### config.mk
export PLATFORM = sky130hd
export DESIGN_NAME = motion_inactivity_power_state
export DESIGN_NICKNAME = d
export VERILOG_FILES = /design/src/hw/rtl/mips_pkg.sv /design/src/hw/rtl/mips_step.sv /design/src/hw/rtl/motion_inactivity_power_state.sv
export SDC_FILE = /design/constraint.sdc
export NUM_CORES = 1
export LEC_CHECK = 0
export BUFFER_PORTS_ARGS = -buffer_cell sky130_fd_sc_hd__buf_2
export CAP_MARGIN = 20
export CORE_UTILIZATION = 58
export CTS_BUF_LIST = sky130_fd_sc_hd__clkbuf_4
export CTS_CLUSTER_DIAMETER = 30
export DETAILED_ROUTE_END_ITERATION = 7
export PLACE_DENSITY_LB_ADDON = 0.15
export SYNTH_ARGS = -nofsm -noshare
export SYNTH_HDL_FRONTEND = slang
export SYNTH_SLANG_ARGS = --single-unit
### constraint.sdc
create_clock -name clk -period 9.15 [get_ports clk]
set_input_delay 0 -clock clk [delete_from_list [all_inputs] [get_ports clk]]
set_output_delay 0 -clock clk [all_outputs]
set_load 0.01 [all_outputs]
### src/hw/rtl/mips_pkg.sv
// types and constants shared by the motion inactivity power state block
`timescale 1ns / 1ps

package mips_pkg;

  localparam int SAMPLE_WIDTH = 16;
  localparam int TOD_WIDTH    = 17;
  localparam int THR_WIDTH    = 16;
  localparam int CFG_WIDTH    = 17;
  localparam int CFG_IDX_W    = 2;

  localparam logic [TOD_WIDTH-1:0] SECONDS_PER_HOUR   = 17'd3600;
  localparam logic [TOD_WIDTH-1:0] SECONDS_PER_MINUTE = 17'd60;
  localparam logic [TOD_WIDTH-1:0] SECONDS_PER_DAY    = 17'd86400;

  // operation codes
  localparam logic [1:0] OP_SAMPLE = 2'd0;
  localparam logic [1:0] OP_START  = 2'd1;
  localparam logic [1:0] OP_FORCE  = 2'd2;

  // configuration register indexes
  localparam logic [CFG_IDX_W-1:0] CFG_MOTION_THRESHOLD = 2'd0;
  localparam logic [CFG_IDX_W-1:0] CFG_LIGHT_TIMEOUT    = 2'd1;
  localparam logic [CFG_IDX_W-1:0] CFG_DEEP_TIMEOUT     = 2'd2;

  localparam logic [THR_WIDTH-1:0] THRESHOLD_RESET     = 16'd410;
  localparam logic [TOD_WIDTH-1:0] LIGHT_TIMEOUT_RESET = 17'd30;
  localparam logic [TOD_WIDTH-1:0] DEEP_TIMEOUT_RESET  = 17'd300;

  typedef enum logic [1:0] {
    MODE_ACTIVE = 2'd0,
    MODE_SLEEP  = 2'd1,
    MODE_DEEP   = 2'd2
  } mode_t;

  typedef struct packed {
    logic [1:0]                     operation;
    logic signed [SAMPLE_WIDTH-1:0] accel_x;
    logic signed [SAMPLE_WIDTH-1:0] accel_y;
    logic signed [SAMPLE_WIDTH-1:0] accel_z;
    logic [4:0]                     clock_hour;
    logic [5:0]                     clock_minute;
    logic [5:0]                     clock_second;
    logic [1:0]                     forced_state;
  } in_req_t;

  typedef struct packed {
    logic                 motion_seen;
    logic [1:0]           power_state;
    logic                 state_changed;
    logic [TOD_WIDTH-1:0] idle_seconds;
  } out_rsp_t;

  typedef struct packed {
    logic signed [SAMPLE_WIDTH-1:0] prev_x;
    logic signed [SAMPLE_WIDTH-1:0] prev_y;
    logic signed [SAMPLE_WIDTH-1:0] prev_z;
    logic [TOD_WIDTH-1:0]           last_motion_sod;
    mode_t                          mode;
  } track_t;

  typedef struct packed {
    logic [THR_WIDTH-1:0] motion_thr;
    logic [TOD_WIDTH-1:0] light_idle_limit;
    logic [TOD_WIDTH-1:0] deep_idle_limit;
  } cfg_t;

endpackage

### src/hw/rtl/mips_step.sv
// single-request evaluation: motion detect, idle time and power state update
`timescale 1ns / 1ps

module mips_step (
  input  mips_pkg::in_req_t  req,
  input  mips_pkg::track_t   track,
  input  mips_pkg::cfg_t     cfg,
  output mips_pkg::track_t   track_nxt,
  output mips_pkg::out_rsp_t rsp
);

  localparam int SW = mips_pkg::SAMPLE_WIDTH;
  localparam int TW = mips_pkg::TOD_WIDTH;

  function automatic logic axis_moved(input logic [SW-1:0] now_v,
                                      input logic [SW-1:0] before_v,
                                      input logic [mips_pkg::THR_WIDTH-1:0] thr);
    logic [SW:0] diff;
    logic [SW:0] mag;
    diff = {now_v[SW-1], now_v} - {before_v[SW-1], before_v};
    mag  = diff[SW] ? ((~diff) + {{SW{1'b0}}, 1'b1}) : diff;
    return 64'(mag) > 64'(thr);
  endfunction

  logic [TW-1:0] tod_raw;
  logic [TW-1:0] tod;
  logic          moved;
  logic [TW-1:0] idle;

  // time of day, at most one day over even for out of range fields
  assign tod_raw = TW'(req.clock_hour) * mips_pkg::SECONDS_PER_HOUR
                 + TW'(req.clock_minute) * mips_pkg::SECONDS_PER_MINUTE
                 + TW'(req.clock_second);
  assign tod = (tod_raw >= mips_pkg::SECONDS_PER_DAY) ?
               tod_raw - mips_pkg::SECONDS_PER_DAY : tod_raw;

  assign moved = axis_moved(req.accel_x, track.prev_x, cfg.motion_thr)
              || axis_moved(req.accel_y, track.prev_y, cfg.motion_thr)
              || axis_moved(req.accel_z, track.prev_z, cfg.motion_thr);

  // idle time with day wraparound
  assign idle = (tod >= track.last_motion_sod) ? tod - track.last_motion_sod
              : (mips_pkg::SECONDS_PER_DAY - track.last_motion_sod) + tod;

  always_comb begin
    track_nxt         = track;
    rsp.motion_seen   = 1'b0;
    rsp.state_changed = 1'b0;
    rsp.idle_seconds  = '0;
    case (req.operation)
      mips_pkg::OP_SAMPLE: begin
        track_nxt.prev_x = req.accel_x;
        track_nxt.prev_y = req.accel_y;
        track_nxt.prev_z = req.accel_z;
        if (moved) begin
          rsp.motion_seen           = 1'b1;
          track_nxt.last_motion_sod = tod;
          if (track.mode == mips_pkg::MODE_SLEEP) begin
            track_nxt.mode    = mips_pkg::MODE_ACTIVE;
            rsp.state_changed = 1'b1;
          end
        end else begin
          rsp.idle_seconds = idle;
          if (track.mode == mips_pkg::MODE_ACTIVE && idle >= cfg.light_idle_limit) begin
            track_nxt.mode    = mips_pkg::MODE_SLEEP;
            rsp.state_changed = 1'b1;
          end else if (track.mode == mips_pkg::MODE_SLEEP &&
                       idle >= cfg.deep_idle_limit) begin
            track_nxt.mode    = mips_pkg::MODE_DEEP;
            rsp.state_changed = 1'b1;
          end
        end
      end
      mips_pkg::OP_START: begin
        track_nxt.prev_x          = req.accel_x;
        track_nxt.prev_y          = req.accel_y;
        track_nxt.prev_z          = req.accel_z;
        track_nxt.last_motion_sod = tod;
      end
      mips_pkg::OP_FORCE: begin
        case (req.forced_state)
          mips_pkg::MODE_ACTIVE: track_nxt.mode = mips_pkg::MODE_ACTIVE;
          mips_pkg::MODE_SLEEP:  track_nxt.mode = mips_pkg::MODE_SLEEP;
          mips_pkg::MODE_DEEP:   track_nxt.mode = mips_pkg::MODE_DEEP;
          default:               track_nxt.mode = track.mode;
        endcase
      end
      default: begin
        track_nxt = track;
      end
    endcase
    rsp.power_state = track_nxt.mode;
  end

endmodule

### src/hw/rtl/motion_inactivity_power_state.sv
// top level of the accelerometer motion / inactivity power state tracker
`timescale 1ns / 1ps

// usage
//   in_* channel: one request per accepted in_valid/in_ready, carrying the
//   operation code, three signed accelerometer samples, the rtc time of day
//   and a force target
//   out_* channel: exactly one response per request, in request order
//   cfg_* port: write-only registers, index 0 motion threshold, 1 light
//   sleep timeout, 2 deep sleep timeout; write only while the block is idle
// timing
//   a request is captured into an input register, then evaluated by
//   combinational compare/subtract logic into the response register,
//   from which the response is offered
//   throughput is one request per cycle while out_ready stays high, set by
//   the single evaluation stage that also updates the tracking state
//   (baseline samples, last motion second of day, power mode)
// reset
//   synchronous active low; mode goes to active, baseline and last motion
//   time to zero, registers to their defaults, both channels empty
// stalls
//   when out_ready is low the response register holds; the input register
//   still takes one more request, after which in_ready drops

module motion_inactivity_power_state (
  input  logic                                clk,
  input  logic                                rst_n,
  input  logic                                in_valid,
  output logic                                in_ready,
  input  mips_pkg::in_req_t                   in_data,
  output logic                                out_valid,
  input  logic                                out_ready,
  output mips_pkg::out_rsp_t                  out_data,
  input  logic                                cfg_we,
  input  logic [mips_pkg::CFG_IDX_W-1:0]      cfg_index,
  input  logic [mips_pkg::CFG_WIDTH-1:0]      cfg_data
);

  // input register
  logic               req_valid_r;
  mips_pkg::in_req_t  req_r;

  // response register
  logic               rsp_valid_r;
  mips_pkg::out_rsp_t rsp_r;

  // tracking state and configuration
  mips_pkg::track_t   track_r;
  mips_pkg::track_t   track_nxt;
  mips_pkg::cfg_t     cfg_r;
  mips_pkg::out_rsp_t rsp_nxt;

  logic advance;
  logic take_in;

  // evaluate the held request when the response register is free or draining
  assign advance  = req_valid_r && (!rsp_valid_r || out_ready);
  assign in_ready = !req_valid_r || advance;
  assign take_in  = in_valid && in_ready;

  assign out_valid = rsp_valid_r;
  assign out_data  = rsp_r;

  mips_step u_step (
    .req       (req_r),
    .track     (track_r),
    .cfg       (cfg_r),
    .track_nxt (track_nxt),
    .rsp       (rsp_nxt)
  );

  // handshake control
  always_ff @(posedge clk) begin
    if (!rst_n) begin
      req_valid_r <= 1'b0;
      rsp_valid_r <= 1'b0;
    end else begin
      if (take_in) begin
        req_valid_r <= 1'b1;
      end else if (advance) begin
        req_valid_r <= 1'b0;
      end
      if (advance) begin
        rsp_valid_r <= 1'b1;
      end else if (out_ready) begin
        rsp_valid_r <= 1'b0;
      end
    end
  end

  // payload registers
  always_ff @(posedge clk) begin
    if (take_in) begin
      req_r <= in_data;
    end
    if (advance) begin
      rsp_r <= rsp_nxt;
    end
  end

  // tracking state moves only when a request is evaluated
  always_ff @(posedge clk) begin
    if (!rst_n) begin
      track_r.prev_x          <= '0;
      track_r.prev_y          <= '0;
      track_r.prev_z          <= '0;
      track_r.last_motion_sod <= '0;
      track_r.mode            <= mips_pkg::MODE_ACTIVE;
    end else if (advance) begin
      track_r <= track_nxt;
    end
  end

  // configuration registers, unknown indexes are dropped
  always_ff @(posedge clk) begin
    if (!rst_n) begin
      cfg_r.motion_thr       <= mips_pkg::THRESHOLD_RESET;
      cfg_r.light_idle_limit <= mips_pkg::LIGHT_TIMEOUT_RESET;
      cfg_r.deep_idle_limit  <= mips_pkg::DEEP_TIMEOUT_RESET;
    end else if (cfg_we) begin
      case (cfg_index)
        mips_pkg::CFG_MOTION_THRESHOLD:
          cfg_r.motion_thr <= cfg_data[mips_pkg::THR_WIDTH-1:0];
        mips_pkg::CFG_LIGHT_TIMEOUT:
          cfg_r.light_idle_limit <= cfg_data[mips_pkg::TOD_WIDTH-1:0];
        mips_pkg::CFG_DEEP_TIMEOUT:
          cfg_r.deep_idle_limit <= cfg_data[mips_pkg::TOD_WIDTH-1:0];
        default: begin
        end
      endcase
    end
  end

  // motion always zeroes the idle count
  a_motion_idle_zero: assert property (@(posedge clk) disable iff (!rst_n)
    out_valid && out_data.motion_seen |-> out_data.idle_seconds == '0)
    else $error("idle count nonzero on a motion response");

  // a change caused by motion can only be a wake to active
  a_motion_wakes: assert property (@(posedge clk) disable iff (!rst_n)
    out_valid && out_data.state_changed && out_data.motion_seen
    |-> out_data.power_state == mips_pkg::MODE_ACTIVE)
    else $error("motion change did not land in active");

  // an idle change always moves away from active
  a_idle_falls: assert property (@(posedge clk) disable iff (!rst_n)
    out_valid && out_data.state_changed && !out_data.motion_seen
    |-> out_data.power_state != mips_pkg::MODE_ACTIVE)
    else $error("idle change landed in active");

  // idle time stays within one day
  a_idle_range: assert property (@(posedge clk) disable iff (!rst_n)
    out_valid |-> out_data.idle_seconds < mips_pkg::SECONDS_PER_DAY)
    else $error("idle count beyond one day");

  // an evaluated request always shows up as a response next cycle
  a_advance_out: assert property (@(posedge clk) disable iff (!rst_n)
    advance |=> out_valid && out_data.power_state == $past(track_nxt.mode))
    else $error("evaluated request lost");

endmodule

==> reports/results.ini, run 1 <==
[synth]
synth.avg_cell_area_um2 = 8.86
synthTopCellsByArea = ha_1, edfxtp_1, dfxtp_1
synth-edff-count = 90
ys_ff_latch = 209
yosys.area.top_type = ha_1
synth_cells = 1879
ys.flop_type = dfxtp_1
async_flop_share_pct = 0
syn-num-nets = 2222
synth_top_area_share_pct = 16.5
syn-cell-area_mm2 = 0.0167
yosysWarnings = 0
ys_seq_area_share_pct = 30.5
ys_types = 86

[finish]
multiInputGateArea_mm2 = 0.0110
regArea_mm2 = 0.00508
drive_gt1_share_pct = 17.0
nNetsFinal = 2578
area_growth_pct = 25.6
nFillCells = 2082
final_area_mm2 = 0.0209

[sta]
hold_viol_final = 0
fin_worst_skew_ns = 0.0510
setup_viol = 0
max_freq_mhz = 111
slew_headroom_pct = 27.3
whs_ns = 0.0940
slew_violations = 0
min_period_ns = 9.01
tightestPinTransition_ns = 1.09
post-route-period-util_pct = 98.4

[critical_path]
cp_max_fo = 6
r2r_slack_ns = 0.14
r2r_end = out_data[19]
startpoint_type = flip-flop
r2r-start = req_r[9]
slowest_delay_ns = 0.58
reg2regPathDepth = 40
criticalPathCategory = flip-flop to flip-flop
cp.required_ns = 9.60
slowest_stage = fa_2
arrival_ns = 9.46
critPathCaptureType = flip-flop

[clock_tree]
cts.htree.levels = 2
cts_tree = done
cts_sinks = 209
path_clk_slew_ns = 0.07
clkLatencyLatePin_ns = 0.73
cts_root_buffer = clkbuf_4
cts_buffers = 59
clk_path_buf_depth = 3

[routing]
vias = 14700
wl_per_cell_um = 15.9
via_per_inst = 5.53
drc_errors = 0
finalWirelength_um = 42300
dr.pass1.iters = 5
final_antenna_net_count = 0
drt_iter0_drc = 852

[placed_design]
gp_congestion = 0.889
io_buffers = 115
placed_cell_area_mm2 = 0.0178
dpl.hpwl_um = 28900

[global_route]
globalRouteTotalUtil_pct = 28.5
grt_first_pass_wirelength_um = 67400
grt_max_degree = 95
antenna_found_initial = 1
grt_overflow_total = 0
grt_pass1_vias = 14100

[floorplanning]
dieArea_mm2 = 0.0294
fp.dieH_um = 171
die_w_um = 171
initial_utilization_pct = 59.5
io_pins = 116
rows = 61
fp.coreArea_mm2 = 0.0280

[run]
maxCapViolations = 0

[outcome]
status = finished clean

[min_path]
hp-class = input port to flip-flop
hold_path_end = cfg_r[16]
hold_path.startpoint = cfg_data[16]
min_path_cells = 4

flip-flops by register name (all words and copies together) (netlist names):
| signal | flops |
|---|---|
| cfg_r | 50 |
| req_r | 69 |
| out_valid | 1 |
| req_valid_r | 1 |
| track_r | 67 |
| out_data | 21 |
per-layer routing:
layer,vias up,global-route usage (%),wire [µm]
met2,393,47.3,19600
met5,-,0,0
met1,6916,38.3,19600
met3,86,3.98,2080
li1,7336,-,-
met4,0,8.46,985
worst max path at each step:
stage               from      endpoint  slack, ns  cells after the start
2_1_floorplan  req_r[11]  out_data[19]      0.003                     41
3_5_place_dp    req_r[8]    track_r[0]      -0.11                     42
6_report        req_r[9]  out_data[19]       0.14                     40
5_1_grt         req_r[9]  out_data[19]      -0.25                     40
3_3_place_gp    req_r[8]    track_r[0]       0.13                     40
4_1_cts         req_r[8]    track_r[0]      0.009                     41
per-stage QoR:
| step | worst slack, ns | setup TNS [ns] | cells | util, % |
|---|---|---|---|---|
| finish | 0.144 | 0 | 2662 | 74.7 |
| detailed placement | -0.109 | -0.249 | 2362 | 63.6 |
| floorplan | 0.00290 | 0 | 1879 | - |
| global route | -0.246 | -1.03 | 2662 | 74.7 |
| CTS | 0.00876 | 0 | 2634 | 72.5 |
| global placement | 0.130 | 0 | 2361 | 63.6 |
cell families after synthesis:
group | count (synthesis) | synth area share (%)
flip-flops | 209 | 30.5
AO/OA/AOI/OAI | 449 | 18.8
adder cells (fa/ha/maj) | 250 | 20.2
AND/OR/NAND/NOR | 556 | 15.8
XOR/XNOR | 127 | 6.68
buffers and inverters | 253 | 5.89
multiplexers | 35 | 2.16
synth_stat cells (all sizes together), types with 17 or more instances:
cell type / count
o211ai: 25
xor2: 49
nor3: 22
xnor2: 78
a21boi: 88
edfxtp: 90
a21oi: 82
fa: 31
clkbuf: 40
a31oi: 21
nand2: 286
o21a: 17
dfxtp: 119
o21ai: 66
inv: 206
nand3: 26
a21o: 37
a211oi: 20
ha: 219
nor2: 68
mux2i: 27
nand4: 18
nor2b: 39
critical path: cells and delay by family (launching register included):
family / cells / cell delay, ns
flip-flops: 1 / 0.43
AO/OA/AOI/OAI: 13 / 2.80
XOR/XNOR: 3 / 0.43
adder cells (fa/ha/maj): 8 / 2.95
buffers and inverters: 5 / 0.49
multiplexers: 1 / 0.21
AND/OR/NAND/NOR: 10 / 1.44
layout by cell type, fill, tap and decap left out, drive strengths merged, types with 6 or more instances in the layout:
master       synthesis  final
a211o                6      6
a211oi              20     20
a21boi              88     88
a21o                37     37
a21oi               82     82
a221oi               7      7
a31o                 7      7
a31oi               21     21
and2                 9      9
and3                13     13
buf                  7    179
clkbuf              40     79
clkinv               0     25
dfxtp              119    119
dlygate4sd3          0    163
edfxtp              90     90
fa                  31     31
ha                 219    219
inv                206    207
mux2                 8      8
mux2i               27     27
nand2              286    286
nand2b              15     15
nand3               26     26
nand4               18     18
nor2                68     68
nor2b               39     39
nor3                22     22
nor3b                6      6
nor4                 9      9
o211ai              25     25
o21a                17     17
o21ai               66     66
o21bai              11     11
o31a                 8      8
o31ai                9      9
or2                 11     11
or3                 10     10
xnor2               78     78
xor2                49     49
what timing repair did:
action	4_1_cts	5_1_grt
pin swaps	0	41
gates resized for setup	10	82
hold buffers	163	0
setup endpoints to repair	4	5
setup buffers	0	26
hold endpoints to repair	164	0
cell type report:
class | instances | area share [%]
multi-input cells | 1417 | 52.8
flip-flops and latches | 209 | 24.3
repair buffers | 342 | 13.0
inverters | 206 | 3.70
clock buffers | 79 | 2.83
well taps | 378 | 2.26
clock inverters | 30 | 1.12
diodes | 1 | 0.0120
Power of run 1 is left out: the tool's default activity adds up to more than one toggle a clock period on the data nets, which glitch-free logic cannot reach.
==> run 2, diff against run 1 <==
--- a/config.mk
+++ b/config.mk
@@ -5,7 +5,7 @@
 export SDC_FILE = /design/constraint.sdc
 export NUM_CORES = 1
 export LEC_CHECK = 0
-export BUFFER_PORTS_ARGS = -buffer_cell sky130_fd_sc_hd__buf_2
+export BUFFER_PORTS_ARGS = -buffer_cell sky130_fd_sc_hd__clkbuf_2
 export CAP_MARGIN = 20
 export CORE_UTILIZATION = 58
 export CTS_BUF_LIST = sky130_fd_sc_hd__clkbuf_4
@@ -14,4 +14,5 @@
 export PLACE_DENSITY_LB_ADDON = 0.15
 export SYNTH_ARGS = -nofsm -noshare
 export SYNTH_HDL_FRONTEND = slang
+export SYNTH_HIERARCHICAL = 1
 export SYNTH_SLANG_ARGS = --single-unit
==> run 2 against run 1 <==
Against the previous run:
- register-to-register slack better by 0.20 ns
- clock skew increased by 0.013 ns
- clock-buffer cell count rose by 13
- cell area increased by 4.4%
- largest cell class unchanged
- wire length up 2.9%
- critical path depth shrank 4
==> reports/results.ini, run 2 <==
[outcome]
status = finished clean

[placed_design]
io_buffers = 115
dpl_worst_slack_ns = -0.185
gp_congestion = 0.883
dpl.hpwl_um = 30400

[power_and_ir_drop]
peakVddDrop_v = 0.000482
p_leak_nw = 9.29
p_total_w = 0.00897
p_per_area_mw_per_mm2 = 411

[synth]
yosysMostFrequentCell = nand2_1
synthTopCellsByArea = ha_1, edfxtp_1, dfxtp_1
yosysWarnings = 6
ys.flop_type = dfxtp_1
synth.avg_cell_area_um2 = 8.96
ys_seq_area_share_pct = 28.5
ys_ff_latch = 209
synth_top_area_share_pct = 15.4
syn-num-nets = 2333
syn-cell-area_mm2 = 0.0178
synth_cells = 1990
synth-edff-count = 90
ys_types = 86
synth_commonest_cells = nand2_1, ha_1, inv_1, dfxtp_1, mux2i_1
yosys.area.top_type = ha_1
async_flop_share_pct = 0

[sta]
slew_headroom_pct = 28.8
setup_viol = 0
slew_violations = 0
worst_slack_ns = 0.345
tightestPinTransition_ns = 1.07
max_freq_mhz = 114
hold_viol_final = 0
min_period_ns = 8.81
post-route-period-util_pct = 96.2
fin_worst_skew_ns = 0.0635

[critical_path]
slowest_stage = fa_1
reg2regPathDepth = 36
startpoint_type = flip-flop
criticalPathCategory = flip-flop to flip-flop
cp_max_fo = 5
slowest_delay_ns = 0.53
cp.required_ns = 9.81
cp_common_cell = a21o_1
arrival_ns = 9.46
setup.worst_path.start = req_r[8]
r2r_slack_ns = 0.34
critPathCaptureType = flip-flop
r2r-start = req_r[8]
r2r_end = track_r[0]

[run]
maxCapViolations = 0

[clock_tree]
path_clk_slew_ns = 0.07
clk_path_buf_depth = 3
cts_sinks = 209
cts.htree.levels = 2
cts_buffers = 61
cts_tree = done
cts_root_buffer = clkbuf_4
clkLatencyLatePin_ns = 0.76

[floorplanning]
io_pins = 116
initial_utilization_pct = 59.6
dieArea_mm2 = 0.0315
die_w_um = 177
rows = 63
fp.dieH_um = 177
fp.coreArea_mm2 = 0.0300

[finish]
largest_reg_flops = 69
largest_registers = req_r x69, track_r x67, cfg_r x50
nFillCells = 2305
final_cell_mix = nand2_1, inv_1, ha_1
regArea_mm2 = 0.00508
nNetsFinal = 2664
drive_gt1_share_pct = 18.9
finish.utilization_pct = 73.0
multiInputGateArea_mm2 = 0.0120
largest-register = req_r
area_growth_pct = 22.5
final_common_cell = nand2_1

[global_route]
grt_overflow_total = 0
grt_max_degree = 115
globalRouteTotalUtil_pct = 26.9
antenna_found_initial = 1
grt_pass1_vias = 14700
grt_first_pass_wirelength_um = 68700

[routing]
finalWirelength_um = 43500
drc_errors = 0
wl_per_cell_um = 15.7
vias = 15400
final_antenna_net_count = 0
via_per_inst = 5.56
drt_iter0_drc = 751
dr.pass1.iters = 5

[min_path]
hp-class = input port to flip-flop
min_path_cells = 4
hold_path.startpoint = cfg_data[8]
hold_path_end = cfg_r[42]

==> run 2: cell count changes after synthesis, moves of 20 or more <==
cell | previous run | this run
mux2i_1 | 27 | 95
nand3_1 | 26 | 67
o21ai_0 | 64 | 90
a21boi_0 | 88 | 2
nand2_1 | 286 | 231
mux2_2 | 8 | 60
nor2_1 | 68 | 88
==> run 2: cells by family after synthesis <==
kind of cell               share of synthesized area [%]
and+or+nand+nor                                     14.9
AOI/OAI and AO/OA                                   15.2
buffers and inverters                               6.83
adders and majority gates                           18.8
DFF                                                 28.5
muxes                                               9.62
xor gates and xnor gates                            6.14
==> run 2: stage by stage <==
stage	instances	hold WS (ns)	TNS [ns]	area (µm²)
2_1_floorplan	1990	0.0989	0	17800
3_3_place_gp	2457	0.176	0	18800
3_5_place_dp	2457	0.179	-0.418	18800
4_1_cts	2736	0.0214	0	21200
5_1_grt	2763	0.0635	-0.343	21900
6_report	2763	0.0956	0	21900
==> run 2: cell type report <==
cell class	count	area share (%)
flip-flops and latches	209	23.3
well taps	390	2.23
clock buffers	92	3.16
inverters	217	3.73
repair buffers	337	12.4
clock inverters	22	0.492
multi-input cells	1495	54.7
diodes	1	0.0115
==> run 2: routing by layer <==
layer / vias to the layer above / part of all wire [%] / track usage [%]
met3: 68 / 3.9 / 4.22
met5: - / 0 / 0
li1: 7724 / - / -
met4: 0 / 2.4 / 8.40
met2: 325 / 47 / 46.0
met1: 7257 / 46 / 34.6
==> run 2: what timing repair did <==
action / CTS / global route
resized for setup: 12 / 76
hold buffers: 163 / 5
endpoints found under the hold margin: 153 / 31
pin swaps: 3 / 38
setup buffers: 2 / 18
endpoints found under the setup margin: 5 / 5
==> run 2: critical path, delay by kind of cell, from the launching register on <==
kind | cells | cell delay, ns
muxes | 2 | 0.55
and+or+nand+nor | 4 | 0.67
AOI/OAI and AO/OA | 17 | 3.41
buffers and inverters | 3 | 0.18
xor gates and xnor gates | 1 | 0.19
DFF | 1 | 0.44
adders and majority gates | 9 | 3.27
==> run 2: worst max path at each step <==
| stage | endpoint | slack [ns] | depth (start not counted) |
|---|---|---|---|
| finish | track_r[0] | 0.34 | 36 |
| CTS | track_r[0] | 0.02 | 42 |
| global route | track_r[0] | -0.14 | 43 |
| floorplan | track_r[0] | 0.004 | 43 |
| detailed placement | track_r[0] | -0.19 | 37 |
| global placement | track_r[0] | 0.06 | 40 |
==> run 2: power by group <==
| part | internal (W) | total [W] | switching [W] |
|---|---|---|---|
| registers | 0.00103 | 0.00107 | 0.0000396 |
| logic | 0.00336 | 0.00701 | 0.00366 |
| clock network | 0.000464 | 0.000891 | 0.000427 |
Note: power is estimated with default switching activity, not from simulation.
==> run 3, diff against run 2 <==
--- a/config.mk
+++ b/config.mk
@@ -7,6 +7,7 @@
 export LEC_CHECK = 0
 export BUFFER_PORTS_ARGS = -buffer_cell sky130_fd_sc_hd__clkbuf_2
 export CAP_MARGIN = 20
+export CORE_ASPECT_RATIO = 0.9
 export CORE_UTILIZATION = 58
 export CTS_BUF_LIST = sky130_fd_sc_hd__clkbuf_4
 export CTS_CLUSTER_DIAMETER = 30
==> run 3 against run 2 <==
Against the previous run:
- cell count is essentially flat
- combinational power grew 2%
- setup slack got worse by 0.084 ns
- clock-buffer cell count is 15 lower
- fmax is 0.95% lower
- sequential power barely moved
- cell area is 0.52% higher
- core utilization is essentially flat
- flip-flop and latch count unchanged
- register-to-register slack lost 0.08 ns
- via count increased by 0.40%
- largest power group unchanged
==> reports/results.ini, run 3 (synthesized netlist as in run 2, its figures left out) <==
[outcome]
status = finished clean

[floorplanning]
die_w_um = 187
rows = 60
fp.dieH_um = 168
fp.coreArea_mm2 = 0.0301
initial_utilization_pct = 59.3
dieArea_mm2 = 0.0315
io_pins = 116

[finish]
largest-register = req_r
final_common_cell = nand2_1
largest_registers = req_r x69, track_r x67, cfg_r x50
final_cell_mix = nand2_1, inv_1, ha_1
largest_reg_flops = 69
nFillCells = 2214
nNetsFinal = 2652
finish.utilization_pct = 73.0
regArea_mm2 = 0.00508
multiInputGateArea_mm2 = 0.0121
drive_gt1_share_pct = 18.7
stdcell_count = 2764
area_growth_pct = 23.1

[clock_tree]
path_clk_slew_ns = 0.07
cts_buffers = 61
cts.htree.levels = 2
cts_tree = done
clk_path_buf_depth = 3
cts_root_buffer = clkbuf_4
clkLatencyLatePin_ns = 0.76
cts_sinks = 209

[global_route]
grt_max_degree = 104
globalRouteTotalUtil_pct = 27.2
grt_first_pass_wirelength_um = 70700
grt_pass1_vias = 14800
antenna_found_initial = 2
grt_overflow_total = 0

[min_path]
hp-class = input port to flip-flop

[critical_path]
cp_max_fo = 5
slowest_stage = fa_1
crit_family = compound AO/OA/AOI/OAI gates
slowest_delay_ns = 0.55
critPathBufInv = 4
criticalPathCategory = flip-flop to flip-flop
critPathCaptureType = flip-flop
cp.required_ns = 9.81
arrival_ns = 9.55
startpoint_type = flip-flop

[placed_design]
gp_congestion = 0.900
dpl.hpwl_um = 30600
io_buffers = 115
place_inst = 2466

[sta]
slew_violations = 0
setup_viol = 0
hold_viol_final = 0
fin_worst_skew_ns = 0.0735
post-route-period-util_pct = 97.2
slew_headroom_pct = 27.2
tightestPinTransition_ns = 1.09
max_freq_mhz = 112
min_period_ns = 8.89

[power_and_ir_drop]
sequentialPowerShare_pct = 11.7
peakVddDrop_v = 0.000583
comb_power_share_pct = 77.9
p_per_area_mw_per_mm2 = 418
swShare_pct = 46.6
p_leak_nw = 9.27
internal_power_w = 0.00491
p_sw_w = 0.00428
pwr-share-clk_pct = 10.4

[routing]
via_per_inst = 5.58
drc_errors = 0
finalWirelength_um = 44500
vias = 15400
drt_iter0_drc = 760
dr.pass1.iters = 7
wl_per_cell_um = 16.1
final_antenna_net_count = 0

[run]
maxCapViolations = 0

run 3: routing by layer:
layer	track usage (%)	vias to the layer above	wire, µm
li1	-	7707	-
met1	36.8	7298	20700
met2	45.0	372	20700
met3	3.79	59	2080
met4	8.45	0	905
met5	0	-	0
run 3: what timing repair did:
item,4_1_cts,5_1_grt
pin swaps,3,45
buffers inserted,3,10
endpoints found under the setup margin,5,5
gates resized for setup,14,95
endpoints found under the hold margin,180,35
gates cloned,0,0
hold buffers,162,5
run 3: stage by stage:
step | setup WS (ns) | setup TNS (ns) | hold WS, ns | cell area [µm²] | power (W)
after floorplan | 0.00380 | 0 | 0.0989 | 17800 | 0.00553
after global placement | 0.0191 | 0 | 0.176 | 18700 | 0.00670
after detailed placement | -0.386 | -1.38 | 0.179 | 18700 | 0.00688
after CTS | 0.0544 | 0 | 0.0181 | 21300 | 0.00807
after global routing | -0.136 | -0.390 | 0.0359 | 22000 | 0.0100
final | 0.260 | 0 | 0.0710 | 22000 | 0.00919
run 3: layout make-up:
type / instances / share of cell area, %
Timing Repair Buffer: 325 / 11.9
Sequential cell: 209 / 23.1
Clock buffer: 77 / 2.63
Antenna cell: 2 / 0.0228
Multi-Input combinational cell: 1495 / 55.0
Tap cell: 403 / 2.30
Clock inverter: 36 / 1.21
Inverter: 217 / 3.73
run 3: tightest hold or removal path, stage by stage:
cell and delay, ns:
dlygate4sd3_1 0.55, clkbuf_2 0.13, mux2i_1 0.06, nand2_1 0.06
run 3: path summary, 6_finish.rpt:
check                                  from    endpoint  slack, ns  cells after the start
worst max-delay path               req_r[9]  track_r[0]       0.26                     42
worst min register to register   track_r[6]  track_r[6]       0.47                      2
worst max register to register     req_r[9]  track_r[0]       0.26                     42
worst min-delay path            cfg_data[1]   cfg_r[18]       0.07                      4
run 3: power groups by stage:
stage	clock [W]	combinational, W	sequential [W]
floorplan	0	0.00445	0.00108
global placement	0	0.00561	0.00109
detailed placement	0	0.00578	0.00109
CTS	0.000982	0.00601	0.00107
global route	0.00104	0.00792	0.00108
finish	0.000959	0.00716	0.00107
